===== config.mk =====
export PLATFORM = sky130hd
export DESIGN_NAME = joint_reference_soft_limiter
export DESIGN_NICKNAME = d
export VERILOG_FILES = /design/src/jrsl_pkg.sv /design/src/jrsl_state.sv /design/src/joint_reference_soft_limiter.sv
export SDC_FILE = /design/constraint.sdc
export NUM_CORES = 2
export LEC_CHECK = 0
export ABC_CLOCK_PERIOD_IN_PS = 9500
export BUFFER_PORTS_ARGS = -buffer_cell sky130_fd_sc_hd__buf_2
export CAP_MARGIN = 10
export CORE_MARGIN = 10
export CORE_UTILIZATION = 56
export CTS_CLUSTER_DIAMETER = 200
export DETAILED_ROUTE_END_ITERATION = 8
export HOLD_SLACK_MARGIN = 0.02
export PLACE_DENSITY = 0.81
export SETUP_SLACK_MARGIN = 0.1
export SYNTH_ARGS = -nofsm -noshare
export SYNTH_HDL_FRONTEND = slang
export SYNTH_HIERARCHICAL = 1
export SYNTH_SLANG_ARGS = --single-unit

===== constraint.sdc =====
create_clock -name clk_i -period 9.5 [get_ports clk_i]
set_clock_uncertainty 0.15 [all_clocks]
set_input_delay 0.475 -clock clk_i [delete_from_list [all_inputs] [get_ports clk_i]]
set_output_delay 0.475 -clock clk_i [all_outputs]
set_load 0.005 [all_outputs]

===== src/jrsl_pkg.sv =====
`default_nettype none

package jrsl_pkg;

  localparam int AngleW  = 32;
  localparam int MarginW = 16;
  localparam int HoldW   = 4;
  localparam int JointW  = 5;
  localparam int CfgIdxW = 1;
  localparam int CfgW    = 16;

  localparam logic [CfgIdxW-1:0] CfgVelMargin = 1'b0;
  localparam logic [CfgIdxW-1:0] CfgServoHold = 1'b1;

  localparam logic [MarginW-1:0] VelMarginRst = 16'd6;
  localparam logic [HoldW-1:0]   ServoHoldRst = 4'd10;

  typedef struct packed {
    logic [JointW-1:0]        joint_index;
    logic signed [AngleW-1:0] ref_angle;
    logic signed [AngleW-1:0] meas_angle;
    logic                     servo_on;
    logic signed [AngleW-1:0] pos_lower;
    logic signed [AngleW-1:0] pos_upper;
    logic signed [AngleW-1:0] vel_lower_step;
    logic signed [AngleW-1:0] vel_upper_step;
    logic signed [AngleW-1:0] error_limit;
    logic                     masked;
  } in_t;

  typedef struct packed {
    logic signed [AngleW-1:0] out_angle;
    logic                     position_alarm;
    logic                     error_alarm;
    logic                     velocity_limited;
  } out_t;

  // per-joint state word held in memory
  typedef struct packed {
    logic signed [AngleW-1:0] last_out;
    logic [HoldW-1:0]         countdown;
    logic                     met_once;
  } ent_t;

endpackage

`default_nettype wire


===== src/jrsl_state.sv =====
`default_nettype none

module jrsl_state #(
  parameter int NUM_JOINTS = 32,
  localparam int IdxW = (NUM_JOINTS > 1) ? $clog2(NUM_JOINTS) : 1
) (
  input  wire logic                clk_i,
  input  wire logic                rst_ni,
  input  wire logic                rd_en_i,
  input  wire logic [IdxW-1:0]     rd_idx_i,
  input  wire logic                wr_en_i,
  input  wire logic [IdxW-1:0]     wr_idx_i,
  input  wire jrsl_pkg::ent_t      wr_data_i,
  output jrsl_pkg::ent_t           rd_data_o,
  output logic                     rd_vld_o
);
  import jrsl_pkg::*;

  ent_t                  mem_q [NUM_JOINTS];
  ent_t                  rd_q;
  ent_t                  byp_q;
  logic                  hit_q;
  logic                  rd_vld_q;
  logic [NUM_JOINTS-1:0] vld_q;

  always_ff @(posedge clk_i) begin
    if (wr_en_i) begin
      mem_q[wr_idx_i] <= wr_data_i;
    end
    if (rd_en_i) begin
      rd_q  <= mem_q[rd_idx_i];
      byp_q <= wr_data_i;
    end
  end

  // read during write of the same entry takes the written word
  always_ff @(posedge clk_i or negedge rst_ni) begin
    if (!rst_ni) begin
      vld_q    <= '0;
      hit_q    <= 1'b0;
      rd_vld_q <= 1'b0;
    end else begin
      if (rd_en_i) begin
        hit_q    <= wr_en_i && (wr_idx_i == rd_idx_i);
        rd_vld_q <= vld_q[rd_idx_i];
      end
      if (wr_en_i) begin
        vld_q[wr_idx_i] <= 1'b1;
      end
    end
  end

  assign rd_data_o = hit_q ? byp_q : rd_q;
  assign rd_vld_o  = hit_q | rd_vld_q;

endmodule

`default_nettype wire


===== src/joint_reference_soft_limiter.sv =====
`default_nettype none

// Joint reference soft limiter.
// Input channel in_valid_i / in_stall_o / in_data_i carries one joint sample per
// transfer; output channel out_valid_o / out_stall_i / out_data_o returns one
// limited angle and three alarm flags per sample, in order.
// A sample is taken every cycle unless in_stall_o is high. Its result is
// registered in the memory stage and then in the output register, from
// which the receiver takes it. The per-joint state memory is read when the
// sample is taken and written back as it leaves the memory stage; a sample for
// the same joint taken at that edge gets the written word over a bypass path.
// Configuration: cfg_we_i writes cfg_data_i into register cfg_idx_i (0 velocity
// margin, 1 servo hold ticks) in the same edge; write only while idle.
// Reset clears the per-joint valid bits, the register defaults and both
// handshakes; no clearing pass is needed, the block takes samples right away.
// When the receiver stalls, the output register holds its result, the memory
// stage holds its sample and in_stall_o rises once both are occupied.
module joint_reference_soft_limiter #(
  parameter int NUM_JOINTS = 32
) (
  input  wire logic                           clk_i,
  input  wire logic                           rst_ni,
  input  wire logic                           in_valid_i,
  output logic                                in_stall_o,
  input  wire jrsl_pkg::in_t                  in_data_i,
  output logic                                out_valid_o,
  input  wire logic                           out_stall_i,
  output jrsl_pkg::out_t                      out_data_o,
  input  wire logic                           cfg_we_i,
  input  wire logic [jrsl_pkg::CfgIdxW-1:0]   cfg_idx_i,
  input  wire logic [jrsl_pkg::CfgW-1:0]      cfg_data_i
);
  import jrsl_pkg::*;

  localparam int IdxW = (NUM_JOINTS > 1) ? $clog2(NUM_JOINTS) : 1;
  localparam logic [8:0] NumJ = 9'(NUM_JOINTS);

  typedef struct packed {
    logic [JointW-1:0]        idx;
    logic                     in_rng;
    logic                     son;
    logic                     msk;
    logic signed [AngleW-1:0] ref_a;
    logic signed [AngleW-1:0] meas;
    logic signed [AngleW-1:0] ref_p;
    logic                     pos_ok;
    logic                     ref_lo;
    logic                     ref_hi;
    logic signed [33:0]       emax;
    logic signed [33:0]       emin;
    logic signed [33:0]       lo;
    logic signed [33:0]       hi;
  } stage_t;

  logic [MarginW-1:0] margin_q;
  logic [HoldW-1:0]   hold_q;

  stage_t b_d, b_q;
  logic   b_valid_q, b_valid_d;
  logic   b_adv;
  logic   in_fire;
  out_t   out_d, out_q;
  logic   out_valid_q, out_valid_d;

  ent_t   rd_ent;
  logic   rd_vld;
  ent_t   wr_ent;
  logic   wr_en;

  // configuration
  always_ff @(posedge clk_i or negedge rst_ni) begin
    if (!rst_ni) begin
      margin_q <= VelMarginRst;
      hold_q   <= ServoHoldRst;
    end else if (cfg_we_i) begin
      unique case (cfg_idx_i)
        CfgVelMargin: margin_q <= cfg_data_i[MarginW-1:0];
        CfgServoHold: hold_q   <= cfg_data_i[HoldW-1:0];
        default:      ;
      endcase
    end
  end

  // handshake
  assign b_adv      = !out_valid_q || !out_stall_i;
  assign in_stall_o = b_valid_q && !b_adv;
  assign in_fire    = in_valid_i && !in_stall_o;
  assign wr_en      = b_valid_q && b_adv && b_q.in_rng;

  always_comb begin
    b_valid_d = b_valid_q;
    if (in_fire) begin
      b_valid_d = 1'b1;
    end else if (b_adv) begin
      b_valid_d = 1'b0;
    end
    out_valid_d = out_valid_q;
    if (b_valid_q && b_adv) begin
      out_valid_d = 1'b1;
    end else if (!out_stall_i) begin
      out_valid_d = 1'b0;
    end
  end

  always_ff @(posedge clk_i or negedge rst_ni) begin
    if (!rst_ni) begin
      b_valid_q   <= 1'b0;
      out_valid_q <= 1'b0;
    end else begin
      b_valid_q   <= b_valid_d;
      out_valid_q <= out_valid_d;
    end
  end

  // state-independent precompute at the input transfer
  always_comb begin
    logic [AngleW-1:0]  lim;
    logic signed [33:0] meas34;
    logic signed [33:0] lim34;
    lim    = in_data_i.error_limit[AngleW-1] ? '0 : in_data_i.error_limit;
    meas34 = {{2{in_data_i.meas_angle[AngleW-1]}}, in_data_i.meas_angle};
    lim34  = $signed({2'b00, lim});
    b_d.idx    = in_data_i.joint_index;
    b_d.in_rng = ({4'b0000, in_data_i.joint_index} < NumJ);
    b_d.son    = in_data_i.servo_on;
    b_d.msk    = in_data_i.masked;
    b_d.ref_a  = in_data_i.ref_angle;
    b_d.meas   = in_data_i.meas_angle;
    b_d.pos_ok = in_data_i.pos_lower < in_data_i.pos_upper;
    b_d.ref_lo = in_data_i.ref_angle < in_data_i.pos_lower;
    b_d.ref_hi = in_data_i.ref_angle > in_data_i.pos_upper;
    b_d.ref_p  = b_d.ref_lo ? in_data_i.pos_lower : in_data_i.pos_upper;
    b_d.emax   = meas34 + lim34;
    b_d.emin   = meas34 - lim34;
    b_d.lo     = {{2{in_data_i.vel_lower_step[AngleW-1]}}, in_data_i.vel_lower_step}
                 + $signed({18'd0, margin_q});
    b_d.hi     = {{2{in_data_i.vel_upper_step[AngleW-1]}}, in_data_i.vel_upper_step}
                 - $signed({18'd0, margin_q});
  end

  always_ff @(posedge clk_i) begin
    if (in_fire) begin
      b_q <= b_d;
    end
    if (b_valid_q && b_adv) begin
      out_q <= out_d;
    end
  end

  jrsl_state #(
    .NUM_JOINTS(NUM_JOINTS)
  ) u_state (
    .clk_i    (clk_i),
    .rst_ni   (rst_ni),
    .rd_en_i  (in_fire),
    .rd_idx_i (IdxW'(in_data_i.joint_index)),
    .wr_en_i  (wr_en),
    .wr_idx_i (IdxW'(b_q.idx)),
    .wr_data_i(wr_ent),
    .rd_data_o(rd_ent),
    .rd_vld_o (rd_vld)
  );

  // memory stage: clamps and write-back
  always_comb begin
    logic [HoldW-1:0]         cd_old;
    logic [HoldW-1:0]         cd_new;
    logic                     met_old;
    logic                     active;
    logic signed [AngleW-1:0] prev;
    logic                     pa;
    logic                     ea;
    logic                     va;
    logic signed [33:0]       refx;
    logic signed [33:0]       refe;
    logic                     e_hi;
    logic                     e_lo;
    logic signed [34:0]       prev35;
    logic signed [34:0]       refe35;
    logic signed [34:0]       vmin;
    logic signed [34:0]       vmax;
    logic                     v_lo;
    logic                     v_hi;
    logic signed [34:0]       vres;
    logic signed [AngleW-1:0] vsat;
    logic signed [AngleW-1:0] lim_out;

    cd_old  = rd_vld ? rd_ent.countdown : '0;
    met_old = rd_vld ? rd_ent.met_once : 1'b0;
    prev    = rd_vld ? rd_ent.last_out : b_q.meas;

    if (b_q.son) begin
      cd_new = hold_q;
    end else if (cd_old != '0) begin
      cd_new = cd_old - 1'b1;
    end else begin
      cd_new = '0;
    end
    active = (cd_new != '0);

    pa   = active && met_old && b_q.pos_ok && (b_q.ref_lo || b_q.ref_hi);
    refx = pa ? {{2{b_q.ref_p[AngleW-1]}}, b_q.ref_p}
              : {{2{b_q.ref_a[AngleW-1]}}, b_q.ref_a};

    e_hi = refx > b_q.emax;
    e_lo = refx < b_q.emin;
    ea   = active && (e_hi || e_lo);
    refe = ea ? (e_hi ? b_q.emax : b_q.emin) : refx;

    prev35 = {{3{prev[AngleW-1]}}, prev};
    refe35 = {refe[33], refe};
    vmin   = prev35 + {b_q.lo[33], b_q.lo};
    vmax   = prev35 + {b_q.hi[33], b_q.hi};
    v_lo   = refe35 < vmin;
    v_hi   = refe35 > vmax;
    va     = active && (b_q.lo < b_q.hi) && (v_lo || v_hi);
    vres   = v_lo ? vmin : vmax;

    // saturate to the signed 32-bit range
    if (vres[34:31] == 4'b0000 || vres[34:31] == 4'b1111) begin
      vsat = vres[AngleW-1:0];
    end else if (vres[34]) begin
      vsat = {1'b1, {(AngleW-1){1'b0}}};
    end else begin
      vsat = {1'b0, {(AngleW-1){1'b1}}};
    end
    lim_out = va ? vsat : refe[AngleW-1:0];

    if (!b_q.in_rng || b_q.msk) begin
      out_d.out_angle        = b_q.ref_a;
      out_d.position_alarm   = 1'b0;
      out_d.error_alarm      = 1'b0;
      out_d.velocity_limited = 1'b0;
    end else begin
      out_d.out_angle        = lim_out;
      out_d.position_alarm   = pa;
      out_d.error_alarm      = ea;
      out_d.velocity_limited = va;
    end

    wr_ent.countdown = cd_new;
    if (b_q.msk) begin
      wr_ent.last_out = prev;
      wr_ent.met_once = met_old;
    end else begin
      wr_ent.last_out = lim_out;
      if (active && !b_q.ref_lo && !b_q.ref_hi) begin
        wr_ent.met_once = 1'b1;
      end else if (!active) begin
        wr_ent.met_once = 1'b0;
      end else begin
        wr_ent.met_once = met_old;
      end
    end
  end

  assign out_valid_o = out_valid_q;
  assign out_data_o  = out_q;

endmodule

`default_nettype wire


==> flow_summary.yaml <==
yosys:
  main_area_contributors_after_synthesis: "sky130_fd_sc_hd__edfxtp_1, sky130_fd_sc_hd__mux4_2, sky130_fd_sc_hd__ha_1"
  syn_area_sq_um: 76600
  synth_net_count: 5594
  synth.top_cell.area_share_pct: 60.0
  ys_dominant_reg_cell: "sky130_fd_sc_hd__edfxtp_1"
  yosys_warnings: 6
  synth_cell_types: 87
  post_synthesis_instance_total: 4917
  post-synth-top-area-cell: "sky130_fd_sc_hd__edfxtp_1"
  async_flop_share_pct: 3.53
  synth_edf_count: 1530
  ys_seq_area_share_pct: 61.8
  syn_area_per_cell_sq_um: 15.6
  synth-seq-cells: 1586
floorplan:
  core.rowCount: 135
  number_of_i_o_pins: 290
  start_util_pct: 56.5
  die_area_sq_um: 152000
  die_ht_microns: 390
  floorplan.die.width_microns: 390
  floorplan.core_area_sq_um: 136000
detailed_routing:
  detail_route.wl_per_cell_microns: 34.4
  firstDrtPassIters: 6
  routed-via-count: 50400
  post_drt_via_cell_ratio: 6.68
  drt.antenna.violating_nets: 0
  routed_wl_mm: 259
  drc: 0
  drt-initial-drc-count: 7058
layout:
  areaGrowthSynthToFinish_pct: 17.2
  layout.cells.most_common: "sky130_fd_sc_hd__edfxtp_1"
  final_core_utilization_pct: 66.2
  finalInstanceArea_sq_um: 89800
  mostFrequentLayoutCells: "sky130_fd_sc_hd__edfxtp_1, sky130_fd_sc_hd__ha_1, sky130_fd_sc_hd__mux4_2, sky130_fd_sc_hd__inv_1, sky130_fd_sc_hd__buf_2"
  layout-drive-gt1-share_pct: 24.1
  design.final.nets: 6305
  layout.cells.non_filler: 7542
clocking:
  max-clock-path-buffers: 3
  worst_setup_hold_path_clk_slew_ns: 0.07
  tritoncts.num_buffers: 156
  clock_tree.root_cell: "sky130_fd_sc_hd__clkbuf_16"
  cts.sinks: 1586
  tritoncts: "yes"
  htreeDepth: 4
  worst_skew_pair.late_latency_ns: 0.83
sta:
  clock.fmax_ghz: 0.109
  finalWorstPathRequiredPeriod_ns: 9.17
  timing_worst_slew_pin_value_ns: 1.52
  setup_tns_ns: 0
  setup_violations: 0
  finalHoldViolCount: 0
  final_max_slew_viols: 3
  grt_setup_unrepaired: "yes"
  timing.max_slew.rel_slack_pct: -2.70
  period_share_pct: 96.5
critical_path:
  cp.buffers_inverters: 4
  crit_top_cell: "sky130_fd_sc_hd__mux2_2"
  worst_path_largest_cell_delay_ns: 0.81
  crit_required_ns: 9.82
  path_class: "flip-flop to flip-flop"
  worstSetupStartpointType: "flip-flop"
  critical_path.endpoint_type: "flip-flop"
  crit_arrival_ns: 9.49
  timing.critical_path.fanout_max: 33
  crit_slowest_cell: "sky130_fd_sc_hd__a21oi_4"
  path_delay_family: "compound AO/OA/AOI/OAI gates"
global_route:
  first_global_vias: 51000
  antenna_found_initial: 22
  first_pass_grt_wire_length_mm: 363
  globalRouteTotalUtil_pct: 33.2
  grt_start_max_net_pins: 150
  grt_remaining_overflow: 0
power:
  power_w: 0.0220
  p_per_area_nw_per_um2: 245
  max-vdd-ir-drop_mv: 0.201
  p_leak_nw: 32.9
flow_run:
  max_cap_viols: 1
placement:
  dpl.cell_count: 6987
  placement.io_buffers: 289
  postPlaceCellArea_sq_um: 81400
  dp_hpwl_mm: 160
  gp_congestion: 1.02
hold_path:
  hold_path_class: "primary input to flip-flop"
run_status:
  violated_checks: "capacitance limit, slew limit"
  run_status: "finished, violations left"
power by group:
group / total [W] / switching (W) / internal, W
sequential: 0.00907 / 0.000210 / 0.00886
clock: 0.00643 / 0.00288 / 0.00355
combinational: 0.00652 / 0.00416 / 0.00236
tightest hold or removal path: stages:
cell                      delay, ns
sky130_fd_sc_hd__buf_2         0.17
sky130_fd_sc_hd__nand3_1       0.11
sky130_fd_sc_hd__xnor2_1       0.13
metrics by stage:
step	setup slack, ns	hold slack [ns]
after floorplan	0.114	0.0294
after global placement	-0.0559	0.162
after detailed placement	-0.340	0.163
after CTS	0.0296	0.0229
after global routing	0.0882	0.0826
final	0.331	0.0632
routing by layer:
| layer | part of all wire, % | vias up | GRT usage, % |
|---|---|---|---|
| li1 | - | 20700 | - |
| met1 | 33 | 25100 | 39.6 |
| met2 | 49 | 3689 | 55.2 |
| met3 | 12 | 864 | 7.89 |
| met4 | 6.7 | 16 | 19.5 |
| met5 | 0.041 | - | 0 |
sequential cells by signal (all words and copies together), names as in the netlist:
signal / flops
u_state/mem_q: 1184
b_q: 237
u_state/byp_q: 37
u_state/rd_q: 37
out_data_o: 35
u_state/vld_q: 32
margin_q: 16
hold_q: 4
b_valid_q: 1
out_valid_o: 1
u_state/hit_q: 1
u_state/rd_vld_q: 1
synth_stat cells, drive strengths merged, types with 36 or more instances:
cell    number
a21o        69
a21oi      231
nor2b       39
mux2i      113
xnor2      104
dfrtp       52
nand3       68
mux4       370
nand2      179
xor2        55
clkbuf      90
edfxtp    1530
inv        327
nand4       54
o21ai      190
nand2b      97
mux2       153
ha         418
o21a        36
nor2       175
nor3        53
or2         43
buf         82
what timing repair did:
| item | 4_1_cts | 5_1_grt |
|---|---|---|
| endpoints found under the setup margin | 543 | 1061 |
| hold buffers | 245 | 0 |
| gates cloned | 0 | 7 |
| gates resized for setup | 18 | 37 |
| hold endpoints to repair | 229 | 0 |
| pin swaps | 3 | 11 |
| setup buffers | 0 | 9 |
path summary, 6_finish.rpt:
kind	startpoint	cells after the start	slack, ns	end
setup / recovery	u_state/hit_q	31	0.33	u_state/mem_q[27][9]
hold / removal	in_data_i[81]	3	0.06	b_q[59]
setup reg to reg	u_state/hit_q	31	0.33	u_state/mem_q[27][9]
hold reg to reg	u_state/vld_q[0]	1	0.32	u_state/vld_q[0]
max in group asynchronous	rst_ni	3	8.12	margin_q[14]
min in group asynchronous	rst_ni	3	0.41	u_state/rd_vld_q
cells by family after synthesis:
| kind of cell | Yosys count | synth area share, % |
|---|---|---|
| compound gates | 798 | 6.66 |
| xor+xnor | 159 | 1.82 |
| fa+ha+maj | 424 | 6.99 |
| buf+inv | 499 | 2.67 |
| flops | 1586 | 61.8 |
| mux | 636 | 14.6 |
| simple gates | 815 | 5.43 |
final cells by class:
class	instances	area (sq um)
flip-flops and latches	1586	47400
fillers	8761	45800
multi-input cells	2838	28000
repair buffers	719	5710
clock buffers	180	4010
well taps	1781	2230
clock inverters	101	1260
inverters	327	1230
diodes	10	25.0
Power figures use the tool's default switching activity.
